[src/rtl/core/kf4_pkg.sv]
// ----------------------------------------------------------------------------
// kf4_pkg
// shared constants, register indexes and fixed-point helpers of the
// four-state constant-velocity kalman filter
// ----------------------------------------------------------------------------
package kf4_pkg;

    localparam int STATE_COUNT_DEF = 4;
    localparam int FRAC_BITS_DEF   = 20;
    localparam int IO_COUNT        = 4;
    localparam int DATA_W          = 32;
    localparam int CFG_W           = 31;
    localparam int CFG_IDX_W       = 3;
    localparam int DT_W            = 21;

    // configuration register indexes
    localparam logic [CFG_IDX_W-1:0] CFG_TIME_STEP     = 3'd0;
    localparam logic [CFG_IDX_W-1:0] CFG_PROCESS_NOISE = 3'd1;
    localparam logic [CFG_IDX_W-1:0] CFG_MEAS_NOISE_0  = 3'd2;
    localparam logic [CFG_IDX_W-1:0] CFG_MEAS_NOISE_1  = 3'd3;
    localparam logic [CFG_IDX_W-1:0] CFG_MEAS_NOISE_2  = 3'd4;
    localparam logic [CFG_IDX_W-1:0] CFG_MEAS_NOISE_3  = 3'd5;

    localparam logic [DT_W-1:0]  DT_RESET = 21'd1049;
    localparam logic [CFG_W-1:0] Q_RESET  = 31'd10486;

    typedef logic signed [63:0] t_wide;
    typedef logic [DATA_W-1:0]  t_word;

    function automatic t_wide sx(input t_word v);
        return {{32{v[31]}}, v};
    endfunction

    function automatic t_word sat32(input t_wide v);
        if (v > 64'sh0000_0000_7FFF_FFFF) begin
            return 32'h7FFF_FFFF;
        end else if (v < -64'sh0000_0000_8000_0000) begin
            return 32'h8000_0000;
        end
        return v[31:0];
    endfunction

endpackage

[src/rtl/core/kf4_mul.sv]
// ----------------------------------------------------------------------------
// kf4_mul
// shared signed 32x32 multiplier, product registered, rounded to the
// fraction width on the way out
// ----------------------------------------------------------------------------
module kf4_mul import kf4_pkg::*; #(
    parameter int FRAC_BITS = FRAC_BITS_DEF
) (
    input  logic  i_clk,
    input  t_word i_a,
    input  t_word i_b,
    output t_wide o_rnd
);

    localparam t_wide HALF = t_wide'(64'(1) << (FRAC_BITS - 1));

    t_wide r_p;

    always_ff @(posedge i_clk) begin
        r_p <= sx(i_a) * sx(i_b);
    end

    // arithmetic shift gives floor
    assign o_rnd = (r_p + HALF) >>> FRAC_BITS;

endmodule

[config.mk]
export PLATFORM = sky130hd
export DESIGN_NAME = kf4_mul
export DESIGN_NICKNAME = d
export VERILOG_FILES = /design/src/rtl/core/kf4_pkg.sv /design/src/rtl/core/kf4_mul.sv
export SDC_FILE = /design/constraint.sdc
export NUM_CORES = 2
export LEC_CHECK = 0
export ABC_CLOCK_PERIOD_IN_PS = 9500
export BUFFER_PORTS_ARGS = -buffer_cell sky130_fd_sc_hd__buf_2
export CAP_MARGIN = 20
export CORE_ASPECT_RATIO = 0.6
export CORE_MARGIN = 10
export CORE_UTILIZATION = 35
export DETAILED_ROUTE_END_ITERATION = 8
export PLACE_DENSITY_LB_ADDON = 0.08
export SKIP_CTS_REPAIR_TIMING = 1
export SYNTH_ARGS = -nofsm -noshare
export SYNTH_HDL_FRONTEND = slang
export SYNTH_SLANG_ARGS = --single-unit
[constraint.sdc]
create_clock -name i_clk -period 9.5 [get_ports i_clk]
set_input_delay 0.475 -clock i_clk [delete_from_list [all_inputs] [get_ports i_clk]]
set_output_delay 0.475 -clock i_clk [all_outputs]
set_load 0.005 [all_outputs]
==> reports/qor.yml <==
post-synth-top-area-cell: "fa_1"
hold_viol: 0
grt_usage_pct: 23.0
synth_mux_area_share_pct: 0.0297
tightest_slew_ns: 1.10
ys_seq_area_share_pct: 2.38
synth-main-ff-cell: "dfxtp_1"
synth_fa_ha_area_share_pct: 63.1
grt-ovfl-total: 0
cap_violations: 0
clk_path_buf_depth: 2
worstSetupEndpointType: "flop"
drt_iter0_drc: 2255
layout_commonest_cell: "fa_1"
wire_per_inst_microns: 25.3
status: "finished clean"
synth-edff-count: 0
largest_reg_flops: 45
gp_congestion: 0.868
hold_slack_ns: 1.32
cp.required_ns: 9.74
finalSetupViolCount: 0
synth_compound_area_share_pct: 3.43
synth.net_count: 5393
antenna_left: 0
synth-async-reset-ratio_pct: 0
synthXorXnorAreaFrac_pct: 2.40
crit_arrival_ns: 8.83
finalCriticalPeriod_ns: 8.59
cts_sinks: 45
synth_area_leaders: "fa_1, inv_1, and2_1"
cts.reportedPaths.clkPinSlew_ns: 0.07
relSlewSlack_pct: 26.9
core_sq_um: 107000
yosys.area.top_type_share_pct: 57.1
min-delay-path-class: "reg2out"
post-route-period-util_pct: 90.4
antenna_found_initial: 11
nets: 5384
maxSlewViolCount: 0
synthDistinctLibCells: 62
avgSynthCellArea_sq_um: 9.32
cts_buffers: 5
synth_top_family_by_area: "adder cells"
dieArea_sq_um: 122000
top_regs: "r_p x45"
area_growth_pct: 6.09
yosys_warnings: 0
port_buffers: 128
final_layout_size_suffix_gt1_share_pct: 5.94
start_util_pct: 35.3
ios: 129
max_stage_delay_ns: 0.68
path_class: "in2reg"
rows: 93
vias_per_cell: 4.81
setup_tns_ns: 0
cp-start-kind: "primary input"
crit_path_frequent_cell: "fa_1"
chipWidth_microns: 445
ys_seq_elements: 45
grt_max_degree: 33
grt_pass1_wl_microns: 205000
cp_slowest_cell: "fa_1"
drc_errors: 0
die_h_microns: 275
final_cell_mix: "fa_1, inv_1, nand2_1"
cts_tree: "yes"
netlist_area_sq_um: 37900
cts_htree_levels: 2
drt-total-wl_microns: 139000
grt_pass1_vias: 28100
synth_simple_gate_area_share_pct: 16.0
first_pass_iters: 5
rsz0062_at_grt: "false"
vias: 26400
clockRootBuffer: "clkbuf_16"
crit_fanout: 27
max_freq_mhz: 116
syn_inst: 4066
regMostFlops: "r_p"
place_hpwl_microns: 118000
[kinds of logic after synthesis]
kind of cell    Yosys count
simple gates           1207
buf+inv                1254
fa+ha+maj              1262
flops                    45
mux                       1
xor+xnor                104
compound gates          193
[Yosys cell counts (all sizes together) (2+ instances only)]
cell,number
o21bai,9
fa,1081
inv,1022
nand4,20
o211ai,10
nor2b,28
a21o,25
ha,181
and4,7
o21a,10
nor4,3
o311ai,2
nor3,9
o31ai,4
nand2b,12
nand2,567
xor2,29
a31o,3
xnor2,75
a21oi,67
a221oi,4
nor2,34
clkbuf,200
a31oi,8
o21ai,31
dfxtp,45
a211oi,6
a22oi,2
o221ai,2
a2111oi,4
or3,2
nand3,23
and2,485
and3,14
buf,31
[worst max-delay path: cells and delay by family]
family,cells,cell delay [ns]
adders and majority gates,9,4.78
buffers and inverters,6,1.60
AOI/OAI and AO/OA,7,1.43
and+or+nand+nor,2,0.39
xor gates and xnor gates,1,0.13
[layer usage]
metal	part of all wire, %	track usage [%]	vias up
met3	14	10.6	36
li1	-	-	11500
met1	54	39.0	13700
met5	0	0	-
met4	0.50	1.30	0
met2	31	25.6	1076
[metrics by stage]
stage / area [sq um] / cells / worst slack, ns / utilization (%)
2_1_floorplan: 37900 / 4066 / 1.55 / -
3_3_place_gp: 40000 / 5474 / 0.733 / 37.3
3_5_place_dp: 40000 / 5474 / 0.679 / 37.3
4_1_cts: 40200 / 5482 / 1.01 / 37.4
5_1_grt: 40200 / 5483 / 0.589 / 37.4
6_report: 40200 / 5484 / 0.909 / 37.4
[worst paths after layout]
path	startpoint	end	slack [ns]	cells past startpoint
hold / removal	r_p[52]	o_rnd[32]	1.32	2
setup / recovery	i_b[10]	r_p[62]	0.91	25
[cell type report]
class / count / area, sq um
Clock buffer: 5 / 125
Multi-Input combinational cell: 2767 / 32200
Timing Repair Buffer: 216 / 1340
Clock inverter: 3 / 50.0
Sequential cell: 45 / 901
Tap cell: 1425 / 1780
Inverter: 1022 / 3840
Fill cell: 11000 / 67200
Antenna cell: 1 / 2.50
Power is not shown: default switching activity piles up to over one toggle a cycle in this logic, so the estimate is an artifact.
