<file path="config.mk">
export PLATFORM = sky130hd
export DESIGN_NAME = kf4_mem
export DESIGN_NICKNAME = d
export VERILOG_FILES = /design/src/rtl/core/kf4_pkg.sv /design/src/rtl/core/kf4_mem.sv
export SDC_FILE = /design/constraint.sdc
export NUM_CORES = 1
export LEC_CHECK = 0
export BUFFER_PORTS_ARGS = -buffer_cell sky130_fd_sc_hd__buf_2
export CAP_MARGIN = 30
export CORE_MARGIN = 1
export CORE_UTILIZATION = 31
export CTS_BUF_LIST = sky130_fd_sc_hd__clkbuf_16
export CTS_CLUSTER_DIAMETER = 100
export DETAILED_ROUTE_END_ITERATION = 16
export PLACE_DENSITY = 0.44
export SLEW_MARGIN = 20
export SYNTH_ARGS = -nofsm -noshare
export SYNTH_HDL_FRONTEND = slang
export SYNTH_SLANG_ARGS = --single-unit
</file>
<file path="constraint.sdc">
create_clock -name i_clk -period 4.56 [get_ports i_clk]
set_input_delay 0.456 -clock i_clk [delete_from_list [all_inputs] [get_ports i_clk]]
set_output_delay 0.456 -clock i_clk [all_outputs]
set_load 0.05 [all_outputs]
</file>
<file path="src/rtl/core/kf4_pkg.sv">
// ----------------------------------------------------------------------------
// kf4_pkg
// shared constants, register indexes and fixed-point helpers of the
// four-state constant-velocity kalman filter
// ----------------------------------------------------------------------------
package kf4_pkg;

    localparam int STATE_COUNT_DEF = 4;
    localparam int FRAC_BITS_DEF   = 20;
    localparam int IO_COUNT        = 4;
    localparam int DATA_W          = 32;
    localparam int CFG_W           = 31;
    localparam int CFG_IDX_W       = 3;
    localparam int DT_W            = 21;

    // configuration register indexes
    localparam logic [CFG_IDX_W-1:0] CFG_TIME_STEP     = 3'd0;
    localparam logic [CFG_IDX_W-1:0] CFG_PROCESS_NOISE = 3'd1;
    localparam logic [CFG_IDX_W-1:0] CFG_MEAS_NOISE_0  = 3'd2;
    localparam logic [CFG_IDX_W-1:0] CFG_MEAS_NOISE_1  = 3'd3;
    localparam logic [CFG_IDX_W-1:0] CFG_MEAS_NOISE_2  = 3'd4;
    localparam logic [CFG_IDX_W-1:0] CFG_MEAS_NOISE_3  = 3'd5;

    localparam logic [DT_W-1:0]  DT_RESET = 21'd1049;
    localparam logic [CFG_W-1:0] Q_RESET  = 31'd10486;

    typedef logic signed [63:0] t_wide;
    typedef logic [DATA_W-1:0]  t_word;

    function automatic t_wide sx(input t_word v);
        return {{32{v[31]}}, v};
    endfunction

    function automatic t_word sat32(input t_wide v);
        if (v > 64'sh0000_0000_7FFF_FFFF) begin
            return 32'h7FFF_FFFF;
        end else if (v < -64'sh0000_0000_8000_0000) begin
            return 32'h8000_0000;
        end
        return v[31:0];
    endfunction

endpackage

</file>
<file path="src/rtl/core/kf4_mem.sv">
// ----------------------------------------------------------------------------
// kf4_mem
// scratch matrix memory, one write port and two registered read ports
// ----------------------------------------------------------------------------
module kf4_mem import kf4_pkg::*; #(
    parameter int DEPTH = 16,
    parameter int AW    = 4
) (
    input  logic          i_clk,
    input  logic          i_we,
    input  logic [AW-1:0] i_waddr,
    input  t_word         i_wdata,
    input  logic [AW-1:0] i_raddr0,
    input  logic [AW-1:0] i_raddr1,
    output t_word         o_rdata0,
    output t_word         o_rdata1
);

    t_word mem [DEPTH];

    always_ff @(posedge i_clk) begin
        if (i_we) begin
            mem[i_waddr] <= i_wdata;
        end
        o_rdata0 <= mem[i_raddr0];
        o_rdata1 <= mem[i_raddr1];
    end

endmodule

</file>
==> flow_metrics.py <==
metrics = {
    "setup_path": {
        "worst_setup_path_end_kind": "flop",
        "crit_required_ns": 4.86,
        "crit_chain": "buf_2 -> or3b_2 -> nor2_4 -> buf_4",
        "slowest_delay_ns": 0.71,
        "startpoint_type": "input port",
        "cp_slowest_cell": "nor2_4",
        "arrival_ns": 2.31,
        "path_class": "input port to flop",
        "cp_max_fo": 21,
    },
    "floorplan": {
        "die_x_um": 281,
        "die-area_um2": 79100,
        "pin_count": 110,
        "die_h_um": 281,
        "floorplan.initialDensity_pct": 31.3,
        "core_area_um2": 77300,
        "rows": 102,
    },
    "sta": {
        "layout_setup_ws_ns": 2.55,
        "tns_ns": 0,
        "maxSlewHeadroom_pct": 41.0,
        "finalSetupViolCount": 0,
        "hold_violations": 0,
        "rsz0062_at_grt": "no",
        "fmax_mhz": 498,
        "slew_violations": 0,
        "fin_skew_ns": 0.0244,
        "fin_crit_sh_pct": 44.1,
        "tightestPinTransition_ns": 0.884,
        "timing.final.crit_period_ns": 2.01,
    },
    "final_layout": {
        "n_fill_cell": 7179,
        "drive_above_1_share_pct": 39.3,
        "layout_common_cells": "edfxtp_1 (512), mux4_2 (256), a22oi_1 (128), buf_2 (105), clkbuf_16 (69)",
        "final_common_cell": "edfxtp_1",
        "area_growth_pct": 18.2,
        "multiInputGateArea_um2": 7280,
        "final-seq-area_um2": 16700,
        "layout.nets": 1333,
    },
    "cts": {
        "cts_max_path_buffers": 3,
        "ctsHoldBuffers": 0,
        "cts_buffers": 68,
        "clkLatencyLatePin_ns": 0.61,
        "post_cts_buffers": 0,
        "cts_max_level": 3,
        "clkTransAtPathRegs_ns": 0.06,
        "root_buffer": "clkbuf_16",
        "numClockSinks": 576,
        "cts_tree": "built",
        "post_cts_resized": 0,
    },
    "global_routing": {
        "antenna_found_initial": 3,
        "grt_pass1_vias": 13473,
        "grtUsageMet2_pct": 27.4,
        "busiest_layer": "met2",
        "grt_max_degree": 66,
        "grt_util_all_layers_pct": 17.4,
        "grt_use_met1_pct": 25.0,
        "grt_overflow": 0,
        "grtUsageMet3_pct": 2.92,
        "grt_pass1_wl_mm": 97.4,
    },
    "route": {
        "first_pass_iters": 4,
        "routedWlPerCell_um": 28.3,
        "ant_nets": 0,
        "viasPerCell": 5.25,
        "drt-initial-drc-count": 900,
        "num_vias": 12521,
        "wl_mm": 67.6,
        "drc": 0,
    },
    "yosys": {
        "syn_nets": 1187,
        "synthSimpleGateAreaFrac_pct": 1.63,
        "synth.area.mux_share_pct": 23.8,
        "synthDistinctLibCells": 17,
        "syn-instance-count": 1141,
        "ys_ff_latch": 576,
        "yosys_warnings": 0,
        "synth_top_family_by_area": "multiplexers",
        "synthAdderAreaFrac_pct": 0,
        "synth-seq-area-share_pct": 68.9,
        "post_synth.cell_area_avg_um2": 21.2,
        "syn_area_um2": 24200,
        "synth_xor_area_share_pct": 0,
        "synth_compound_gate_area_share_pct": 3.97,
    },
    "power_and_ir_drop": {
        "pwr-share-clk_pct": 42.8,
        "power_frac_comb_pct": 9.1,
        "power_frac_seq_pct": 48.1,
        "p_int_mw": 9.41,
        "switching_share_pct": 24.2,
        "p_leak_nw": 9.33,
        "p_per_area_nw_per_um2": 434,
        "ir_drop_mv": 0.245,
        "p_sw_mw": 3.00,
    },
    "job": {
        "drv_cap": 0,
    },
    "placed_design": {
        "dp_hpwl_mm": 40.4,
        "gp_congestion": 0.719,
        "pre_cts_slack_ns": 1.85,
        "io_buffers": 109,
    },
    "outcome": {
        "outcome": "complete, no violations",
    },
    "hold_path": {
        "hold_class": "input port to flop",
    },
}
power by group through the flow:
| stage | registers (mW) | logic [mW] | clock network (mW) |
|---|---|---|---|
| finish | 5.97 | 1.12 | 5.31 |
| global route | 5.99 | 1.20 | 5.64 |
| CTS | 5.97 | 1.15 | 5.47 |
| detailed placement | 6.08 | 1.15 | 0 |
| global placement | 6.08 | 1.13 | 0 |
| floorplan | 6.30 | 0.509 | 0 |
final cells by class:
cell class / instances / area share (%)
tap: 1040 / 4.55
multi-input combinational: 479 / 25.5
antenna: 1 / 0.00875
clock inverter: 56 / 1.61
sequential: 576 / 58.3
clock buffer: 69 / 6.04
timing repair buffer: 162 / 4.05
sequential cells by signal, summed over array words and instances (netlist names):
register  flops
mem         512
o_rdata0     32
o_rdata1     32
logic make-up after synthesis:
group | after synthesis
DFF | 576
muxes | 256
AOI/OAI and AO/OA | 128
and+or+nand+nor | 95
buffers and inverters | 86
worst max-delay path, delay by kind of cell:
family / cells / cell delay, ns
AND/OR/NAND/NOR: 2 / 1.31
buffers and inverters: 2 / 0.50
cells in the mapped netlist, drive strengths merged:
library cell,instances,area (µm²)
clkbuf,39,146
nand3,1,5.00
nor2b,4,25.0
buf,47,264
mux4,256,5770
nand3b,2,15.0
nor3,4,20.0
nor2,14,52.6
edfxtp,512,15400
a22oi,128,961
nand2b,2,12.5
nand2,65,244
or3b,1,8.76
dfxtp,64,1280
and2,2,12.5
worst paths after layout:
path,from,end,slack (ns),cells past startpoint
hold / removal,i_wdata[14],mem[14][14],0.23,1
hold reg to reg,mem[7][8],o_rdata0[8],0.69,3
setup / recovery,i_waddr[2],mem[2][5],2.55,4
setup reg to reg,mem[11][15],o_rdata1[15],3.06,3
layer usage:
metal	vias up	wire length (µm)	share of wire, %
met5	-	0	0
met4	0	1150	1.7
met3	77	3240	4.8
met2	299	31800	47
met1	6867	31300	46
li1	5278	-	-
metrics by stage:
stage / hold WS (ns) / std cells / util [%] / power [mW] / cell area, µm²
detailed placement: 0.684 / 2256 / 34.1 / 7.23 / 26400
global placement: 0.676 / 2249 / 33.9 / 7.21 / 26200
global route: 0.214 / 2382 / 37.0 / 12.8 / 28600
CTS: 0.186 / 2381 / 36.9 / 12.6 / 28600
floorplan: 0.555 / 1141 / - / 6.81 / 24200
finish: 0.227 / 2383 / 37.0 / 12.4 / 28600
(Power assumes the default switching activity.)
