===== src/rtl/core/kf4_pkg.sv =====
// ----------------------------------------------------------------------------
// kf4_pkg
// shared constants, register indexes and fixed-point helpers of the
// four-state constant-velocity kalman filter
// ----------------------------------------------------------------------------
package kf4_pkg;

    localparam int STATE_COUNT_DEF = 4;
    localparam int FRAC_BITS_DEF   = 20;
    localparam int IO_COUNT        = 4;
    localparam int DATA_W          = 32;
    localparam int CFG_W           = 31;
    localparam int CFG_IDX_W       = 3;
    localparam int DT_W            = 21;

    // configuration register indexes
    localparam logic [CFG_IDX_W-1:0] CFG_TIME_STEP     = 3'd0;
    localparam logic [CFG_IDX_W-1:0] CFG_PROCESS_NOISE = 3'd1;
    localparam logic [CFG_IDX_W-1:0] CFG_MEAS_NOISE_0  = 3'd2;
    localparam logic [CFG_IDX_W-1:0] CFG_MEAS_NOISE_1  = 3'd3;
    localparam logic [CFG_IDX_W-1:0] CFG_MEAS_NOISE_2  = 3'd4;
    localparam logic [CFG_IDX_W-1:0] CFG_MEAS_NOISE_3  = 3'd5;

    localparam logic [DT_W-1:0]  DT_RESET = 21'd1049;
    localparam logic [CFG_W-1:0] Q_RESET  = 31'd10486;

    typedef logic signed [63:0] t_wide;
    typedef logic [DATA_W-1:0]  t_word;

    function automatic t_wide sx(input t_word v);
        return {{32{v[31]}}, v};
    endfunction

    function automatic t_word sat32(input t_wide v);
        if (v > 64'sh0000_0000_7FFF_FFFF) begin
            return 32'h7FFF_FFFF;
        end else if (v < -64'sh0000_0000_8000_0000) begin
            return 32'h8000_0000;
        end
        return v[31:0];
    endfunction

endpackage


===== src/rtl/core/kf4_div.sv =====
// ----------------------------------------------------------------------------
// kf4_div
// iterative restoring divider, one quotient bit per cycle:
// sat32((a << FRAC_BITS) / b), truncated toward zero
// ----------------------------------------------------------------------------
module kf4_div import kf4_pkg::*; #(
    parameter int FRAC_BITS = FRAC_BITS_DEF
) (
    input  logic  i_clk,
    input  logic  i_rst_n,
    input  logic  i_start,
    input  t_word i_num,
    input  t_word i_den,
    output logic  o_done,
    output t_word o_quo
);

    localparam int NW = DATA_W + FRAC_BITS;
    localparam int CW = $clog2(NW + 1);

    logic          r_busy;
    logic          r_done;
    logic [CW-1:0] r_cnt;
    logic [32:0]   r_rem;
    logic [NW-1:0] r_quo;
    logic [31:0]   r_den;
    logic          r_neg;

    logic [31:0]   num_mag;
    logic [31:0]   den_mag;
    logic [32:0]   shifted;
    logic [32:0]   trial;
    t_wide         q_ext;

    assign num_mag = i_num[31] ? (32'd0 - i_num) : i_num;
    assign den_mag = i_den[31] ? (32'd0 - i_den) : i_den;
    assign shifted = {r_rem[31:0], r_quo[NW-1]};
    assign trial   = shifted - {1'b0, r_den};

    always_ff @(posedge i_clk) begin
        if (!i_rst_n) begin
            r_busy <= 1'b0;
            r_done <= 1'b0;
            r_cnt  <= '0;
        end else begin
            r_done <= 1'b0;
            if (i_start) begin
                r_busy <= 1'b1;
                r_cnt  <= CW'(NW);
            end else if (r_busy) begin
                r_cnt <= r_cnt - 1'b1;
                if (r_cnt == CW'(1)) begin
                    r_busy <= 1'b0;
                    r_done <= 1'b1;
                end
            end
        end
    end

    always_ff @(posedge i_clk) begin
        if (i_start) begin
            r_rem <= '0;
            r_quo <= {num_mag, {FRAC_BITS{1'b0}}};
            r_den <= den_mag;
            r_neg <= i_num[31] ^ i_den[31];
        end else if (r_busy) begin
            if (!trial[32]) begin
                r_rem <= trial;
                r_quo <= {r_quo[NW-2:0], 1'b1};
            end else begin
                r_rem <= shifted;
                r_quo <= {r_quo[NW-2:0], 1'b0};
            end
        end
    end

    assign q_ext  = r_neg ? (64'sd0 - t_wide'(r_quo)) : t_wide'(r_quo);
    assign o_quo  = sat32(q_ext);
    assign o_done = r_done;

endmodule


===== config.mk =====
export PLATFORM = sky130hd
export DESIGN_NAME = kf4_div
export DESIGN_NICKNAME = d
export VERILOG_FILES = /design/src/rtl/core/kf4_pkg.sv /design/src/rtl/core/kf4_div.sv
export SDC_FILE = /design/constraint.sdc
export NUM_CORES = 1
export LEC_CHECK = 0
export BUFFER_PORTS_ARGS = -buffer_cell sky130_fd_sc_hd__buf_2
export CAP_MARGIN = 20
export CORE_MARGIN = 2
export CORE_UTILIZATION = 51
export CTS_CLUSTER_DIAMETER = 120
export DETAILED_ROUTE_END_ITERATION = 8
export GPL_ROUTABILITY_DRIVEN = 0
export PLACE_DENSITY = 0.83
export SKIP_LAST_GASP = 1
export SYNTH_ARGS = -nofsm -noshare
export SYNTH_HDL_FRONTEND = slang
export SYNTH_SLANG_ARGS = --single-unit

===== constraint.sdc =====
create_clock -name i_clk -period 9.3 [get_ports i_clk]
set_input_delay 0.465 -clock i_clk [delete_from_list [all_inputs] [get_ports i_clk]]
set_output_delay 0.465 -clock i_clk [all_outputs]
set_load 0.01 [all_outputs]

==> reports/results.tsv, run 1 <==
stage	metric	value	unit
outcome	status	complete, no violations	
floorplan	die area	0.01992	mm²
synthesis	syn_area_per_cell	8.430	µm²
synthesis	ys flop type	edfxtp_1	
power	LEAKAGE	4.182	nW
synthesis	Yosys warnings	0	
drt	ANT nets after route	0	
flow_run	# Max-Cap Violations	0	
worst_setup_path	critical path data arrival time	4.63	ns
worst_setup_path	worst-path maximum fanout	31	
floorplan	IO Pins	100	
drt	final WL	24.02	mm
synthesis	Distinct cells, synth	72	
global_route	total congestion overflow	0	
drt	Via density	6.146	
drt	Vias	8905	
global_route	first-pass GRT wire length	40.50	mm
sta	skew final	0.01177	ns
synthesis	Synth Register Bits	125	
global_route	vias in the first global route	8189	
placed_design	Post-Place Setup Slack	4.845	ns
sta	final setup margin	4.209	ns
synthesis	syn_nets	1243	
hold_path	Min-Delay Path Class	in -> reg	
clock_network	clock root buffer	clkbuf_16	
floorplan	Die W	141.2	µm
synthesis	async set or reset register ratio after synthesis	0	%
sta	fin crit share	54.74	%
synthesis	register area share after synthesis	32.87	%
sta	RSZ-0062 raised after global routing	false	
clock_network	H-Tree Depth	4	
floorplan	Initial Util	51.63	%
clock_network	CTS tree	built	
placed_design	placed cell area	0.01020	mm²
global_route	largest net degree at the start of global routing	79	
clock_network	CTS max path bufs	2	
sta	Peak Freq	196.4	MHz
drt	met3 WL	1.667	mm
clock_network	total setup buffers inserted after CTS	0	
floorplan	core area	0.01858	mm²
sta	Final Setup Violations	0	
synthesis	largest cells by area after synthesis	edfxtp_1 20%, dfxtp_1 13%, xnor2_1 7.4%	
sta	Tmin final	5.091	ns
sta	Slew Limit Fails	0	
clock_network	Inserted Clock Buffers	17	
clock_network	CTS sink cnt	125	
drt	Top Metal Used	met4	
synthesis	mapped cell area	0.009593	mm²
clock_network	Hold-fix buffers, CTS	0	
synthesis	Yosys top cell by area	edfxtp_1	
drt	# DRC	0	
synthesis	share of the synthesized area in the top cell type	20.35	%
sta	worst slew pin tran	0.9213	ns
worst_setup_path	CP Capture Type	output pin	
placed_design	Cells after DPL	1417	
worst_setup_path	Setup crit start kind	flip-flop	
synthesis	Post-synth EDFFs	65	
drt	drt wl/cell	16.58	µm
global_route	gr usage total	24.80	%
placed_design	Buffers on Ports	99	
layout	Fillers	1578	
synthesis	Synth Instances	1138	
layout	layout cells sized above 1	13.25	%
sta	final setup TNS	0	ns
worst_setup_path	critical path type	reg -> out	
power	maximum vdd drop	0.0001445	V
floorplan	Site Rows	50	
clock_network	cts repair resizes	0	
layout	diodes inserted	0	
drt	DRT Pass-1 Iters	6	
drt	metal2 WL	10.74	mm
clock_network	worst skew pair latency	0.43	ns
global_route	initial antenna violation count	0	
placed_design	hpwl dp	17.25	mm
drt	M1 WL	10.86	mm
worst_setup_path	WP data required	8.84	ns
power	PD cells	173.5	mW/mm²
layout	final instance area	0.01081	mm²
sta	max_slew headroom	38.02	%
layout	post-route insts no fill	1449	
layout	number of nets in the layout	1307	
layout	Post-Route Utilization	58.19	%
clock_network	clock slew at reported path FFs	0.05	ns
drt	initial drt markers	977	
layout	area added between synthesis and finish	12.70	%
floorplan	die height	141.2	µm
sta	Hold Vio Cnt, Final	0	
==> metrics by stage <==
step                hold WS [ns]  power (mW)
finish                    0.2491       1.876
floorplan                 0.4531       1.051
global route              0.2445       1.972
CTS                       0.2367       1.879
detailed placement        0.4862       1.187
global placement          0.4772       1.172
==> cell usage after synthesis (34+ instances only) <==
cell type / count
nand2_1: 110
nor2_1: 90
xnor2_1: 81
o21ai_0: 66
edfxtp_1: 65
inv_1: 62
dfxtp_1: 60
clkbuf_1: 51
xor2_1: 45
a21oi_1: 44
ha_1: 37
nor3_1: 34
==> cell usage in the layout, fill, tap and decap left out, drive strengths merged, types with 6 or more instances in the layout <==
cell	Yosys	routed
a211oi	13	13
a21o	11	11
a21oi	44	44
a22o	25	25
a311oi	20	20
a31oi	11	11
and3	6	6
buf	9	106
clkbuf	52	21
dfxtp	60	60
edfxtp	65	65
ha	37	37
inv	62	62
mux2i	25	25
nand2	110	110
nand2b	15	15
nand3	18	18
nand4	8	8
nor2	90	90
nor2b	7	7
nor3	35	35
nor4	15	15
o21a	6	6
o21ai	96	96
o311ai	6	6
o31ai	27	27
o41ai	17	17
or2	9	9
or3	23	23
or4	25	25
xnor2	81	81
xor2	45	45
==> power by group <==
part	leakage, nW	internal [mW]	switching, mW
combinational	2.75	0.205	0.295
clock	0.285	0.447	0.241
sequential	1.15	0.636	0.0523
total	4.18	1.29	0.589
==> sequential cells by signal (all words and copies together), names as in the netlist <==
| register | cells |
|---|---|
| r_cnt | 6 |
| r_neg | 1 |
| o_done | 1 |
| r_rem | 32 |
| r_busy | 1 |
| r_den | 32 |
| r_quo | 52 |
==> worst max-delay path: stages, from the launching register on <==
cell and delay [ns]:
edfxtp_1 0.46, or4_1 0.59, nor3_1 0.45, nand3_1 0.53, or4_1 0.67, o41ai_1 0.27, a32oi_1 0.11, nor3_1 0.25
a31o_2 0.49, o221ai_1 0.21, buf_2 0.18
==> area by class of cell <==
cell class / instances / area, µm² / area share [%]
clock buffers: 21 / 440.4 / 4.074
clock inverters: 11 / 168.9 / 1.562
repair buffers: 106 / 550.5 / 5.092
flip-flops and latches: 125 / 3154 / 29.17
multi-input cells: 889 / 5968 / 55.20
well taps: 234 / 292.8 / 2.708
inverters: 63 / 236.5 / 2.187
==> kinds of logic after synthesis <==
| family | Yosys count | synth area share [%] |
|---|---|---|
| AND/OR/NAND/NOR | 373 | 19.33 |
| AO/OA/AOI/OAI | 327 | 23.56 |
| XOR/XNOR | 126 | 11.50 |
| flip-flops | 125 | 32.87 |
| buffers and inverters | 124 | 5.100 |
| adder cells (fa/ha/maj) | 38 | 5.035 |
| multiplexers | 25 | 2.609 |
==> final timing paths <==
kind | slack, ns | from | depth (start not counted) | to
worst max-delay path | 4.21 | r_quo[26]$_DFFE_PP_ | 10 | o_quo[28]
worst min-delay path | 0.25 | i_den[0] | 1 | r_den[0]$_DFFE_PP_
worst min register to register | 0.49 | r_cnt[1]$_SDFFE_PP0P_ | 2 | r_cnt[1]$_SDFFE_PP0P_
worst max register to register | 5.41 | r_quo[51]$_DFFE_PP_ | 13 | r_rem[28]$_SDFFE_PP0P_
==> routing by layer <==
| metal | up-vias | global-route usage [%] |
|---|---|---|
| met4 | 0 | 9.895 |
| li1 | 4352 | - |
| met2 | 372 | 38.96 |
| met1 | 4108 | 33.78 |
| met5 | - | 0 |
| met3 | 73 | 4.755 |
(Power assumes the default switching activity.)
==> run 2: changes to the inputs <==
--- a/config.mk
+++ b/config.mk
@@ -12,7 +12,7 @@
 export CTS_CLUSTER_DIAMETER = 120
 export DETAILED_ROUTE_END_ITERATION = 8
 export GPL_ROUTABILITY_DRIVEN = 0
-export PLACE_DENSITY = 0.83
+export PLACE_DENSITY = 0.85
 export SKIP_LAST_GASP = 1
 export SYNTH_ARGS = -nofsm -noshare
 export SYNTH_HDL_FRONTEND = slang
==> constraint.sdc (replaced) <==
create_clock -name i_clk -period 4.6 [get_ports i_clk]
set_input_delay 0.23 -clock i_clk [delete_from_list [all_inputs] [get_ports i_clk]]
set_output_delay 0.23 -clock i_clk [all_outputs]
set_load 0.01 [all_outputs]
==> reports/results.tsv, run 2 (synthesized netlist as in run 1, its figures left out) <==
stage	metric	value	unit	change
layout	number of nets in the layout	1319		+0.92%
clock_network	CTS max path bufs	2		unchanged
hold_path	Hold Path End	r_den[0]$_DFFE_PP_		
sta	skew final	0.009876	ns	-0.001896 ns
clock_network	CTS tree	built		
worst_setup_path	worst-path maximum fanout	15		-52%
global_route	gr usage total	24.43	%	-0.37 points
drt	final WL	24.82	mm	+3.3%
outcome	status	complete, no violations		
sta	Final Setup Violations	0		unchanged
layout	most frequent cells in the layout	110 x nand2_1, 98 x buf_2, 89 x nor2_1		
placed_design	Buffers on Ports	99		unchanged
sta	fin crit share	96.79	%	
layout	area added between synthesis and finish	13.89	%	
clock_network	Hold-fix buffers, CTS	0		unchanged
power	Clock power frac	34.6	%	-2.1 points
clock_network	CTS sink cnt	125		unchanged
worst_setup_path	WP data required	4.37	ns	-4.47 ns
floorplan	Site Rows	50		unchanged
drt	DRT Pass-1 Iters	6		unchanged
power	internal power	2.519	mW	+96%
worst_setup_path	r2r endpoint	r_rem[5]$_SDFFE_PP0P_		
placed_design	hpwl dp	17.31	mm	+0.34%
floorplan	core area	0.01858	mm²	unchanged
layout	Largest register FFs	52		unchanged
worst_setup_path	Reg-to-Reg Start	r_quo[51]$_DFFE_PP_		
worst_setup_path	worst reg2reg setup slack	0.55	ns	-4.86 ns
layout	top flop regs	r_quo x52, r_den x32, r_rem x32		
layout	Biggest register	r_quo		
power	switch share	32.24	%	+0.85 points
placed_design	Cells after DPL	1424		+0.49%
hold_path	hold_sp	i_den[0]		
layout	layout cells sized above 1	14.68	%	+1.4 points
worst_setup_path	CP Capture Type	output pin		
clock_network	clock slew at reported path FFs	0.06	ns	about the same
layout	post-route insts no fill	1460		+0.76%
drt	ANT nets after route	0		unchanged
layout	diodes inserted	0		unchanged
clock_network	H-Tree Depth	4		unchanged
clock_network	worst skew pair latency	0.42	ns	about the same
worst_setup_path	Setup crit start kind	flip-flop		
global_route	first-pass GRT wire length	39.99	mm	-1.2%
sta	Peak Freq	224.6	MHz	
layout	most common cell after layout, fill and taps aside	nand2_1		
drt	# DRC	0		unchanged
power	maximum vdd drop	0.0003015	V	+110%
drt	initial drt markers	1083		+11%
global_route	largest net degree at the start of global routing	73		-7.6%
clock_network	clock root buffer	clkbuf_16		
floorplan	Die W	141.2	µm	unchanged
floorplan	die area	0.01992	mm²	unchanged
flow_run	# Max-Cap Violations	0		unchanged
global_route	initial antenna violation count	0		unchanged
power	PD cells	340.3	mW/mm²	+96%
power	Gate power share	28.0	%	+1.3 points
sta	Tmin final	4.453	ns	
global_route	vias in the first global route	8265		+0.93%
worst_setup_path	R2R depth	13		unchanged
sta	RSZ-0062 raised after global routing	true		
layout	final instance area	0.01093	mm²	+1.1%
floorplan	Initial Util	51.63	%	unchanged
power	LEAKAGE	4.247	nW	+1.5%
placed_design	placed cell area	0.01025	mm²	+0.51%
clock_network	Inserted Clock Buffers	17		unchanged
hold_path	hold depth	1		unchanged
drt	Via density	6.285		+2.3%
sta	Slew Limit Fails	0		unchanged
worst_setup_path	critical path type	reg -> out		
sta	WHS	0.02154	ns	-0.2276 ns
sta	max_slew headroom	4.041	%	-34 points
sta	Hold Vio Cnt, Final	0		unchanged
worst_setup_path	critical path data arrival time	4.22	ns	-0.41 ns
drt	drt wl/cell	17.00	µm	+2.5%
power	share of power burned in registers	37.5	%	+0.8 points
floorplan	die height	141.2	µm	unchanged
drt	Vias	9176		+3.0%
global_route	total congestion overflow	0		unchanged
power	P_sw	1.198	mW	+100%
hold_path	Min-Delay Path Class	in -> reg		
floorplan	IO Pins	100		unchanged
worst_setup_path	CP Launch Point	r_quo[0]$_SDFFE_PP0P_		
sta	worst slew pin tran	1.421	ns	+0.5001 ns
## run 2: changes by cell type in the layout (fill, tap and decap cells not counted), sizes merged
cell / previous run / this run
buf: 106 / 115
clkbuf: 21 / 27
bufinv: 4 / 0
clkinv: 5 / 2
a31o: 2 / 4
and2: 2 / 3
clkinvlp: 3 / 2
inv: 62 / 63
## run 2: worst max-delay path, stage by stage (launching register included)
cell and delay, ns:
dfxtp_1 0.35, inv_2 0.10, ha_1 0.18, or4b_4 0.50, or3_4 0.40, or3_4 0.44, o31a_1 0.25, or4_1 0.49
a221oi_2 0.24, nand4_1 0.11, buf_4 0.18, and2_4 0.21, o21ai_1 0.18, buf_2 0.16
## run 2: power groups by stage
stage / Sequential, mW / Clock [mW] / Combinational, mW
global placement: 1.41 / 0 / 0.969
floorplan: 1.36 / 0 / 0.763
finish: 1.39 / 1.29 / 1.04
global route: 1.40 / 1.35 / 1.15
detailed placement: 1.41 / 0 / 0.995
CTS: 1.39 / 1.30 / 1.00
## run 2: worst max-delay path by stage
stage	to	slack [ns]
floorplan	o_quo[21]	0.82
global placement	o_quo[28]	0.53
detailed placement	o_quo[28]	0.39
CTS	o_quo[0]	0.03
global route	o_quo[2]	-0.006
finish	o_quo[0]	0.15
## run 2: timing repair
item	CTS	global route
endpoints found under the setup margin	1	31
endpoints found under the hold margin	0	0
cloned	0	3
pin swaps	0	1
resized for setup	1	10
setup buffers	0	2
## run 2: routing by layer
layer / vias to the layer above / wire [µm] / global-route usage (%)
li1: 4381 / - / -
met1: 4264 / 10420 / 32.30
met2: 459 / 11580 / 39.86
met3: 72 / 2154 / 5.197
met4: 0 / 664 / 8.316
met5: - / 0 / 0
## run 2: final cells by class
cell class,instances,area (µm²)
Timing Repair Buffer,115,618.1
Multi-Input combinational cell,892,6052
Sequential cell,125,3154
Clock buffer,27,545.5
Tap cell,234,292.8
Inverter,63,236.5
Clock inverter,4,26.28
Fill cell,1584,7655
## run 2: metrics by stage
stage / worst slack (ns) / util (%) / power (mW) / TNS [ns]
detailed placement: 0.3857 / 55.19 / 2.404 / 0
finish: 0.1475 / 58.80 / 3.718 / 0
global route: -0.005908 / 58.80 / 3.898 / -0.02220
CTS: 0.02707 / 58.32 / 3.695 / 0
global placement: 0.5309 / 55.19 / 2.374 / 0
floorplan: 0.8197 / - / 2.125 / 0
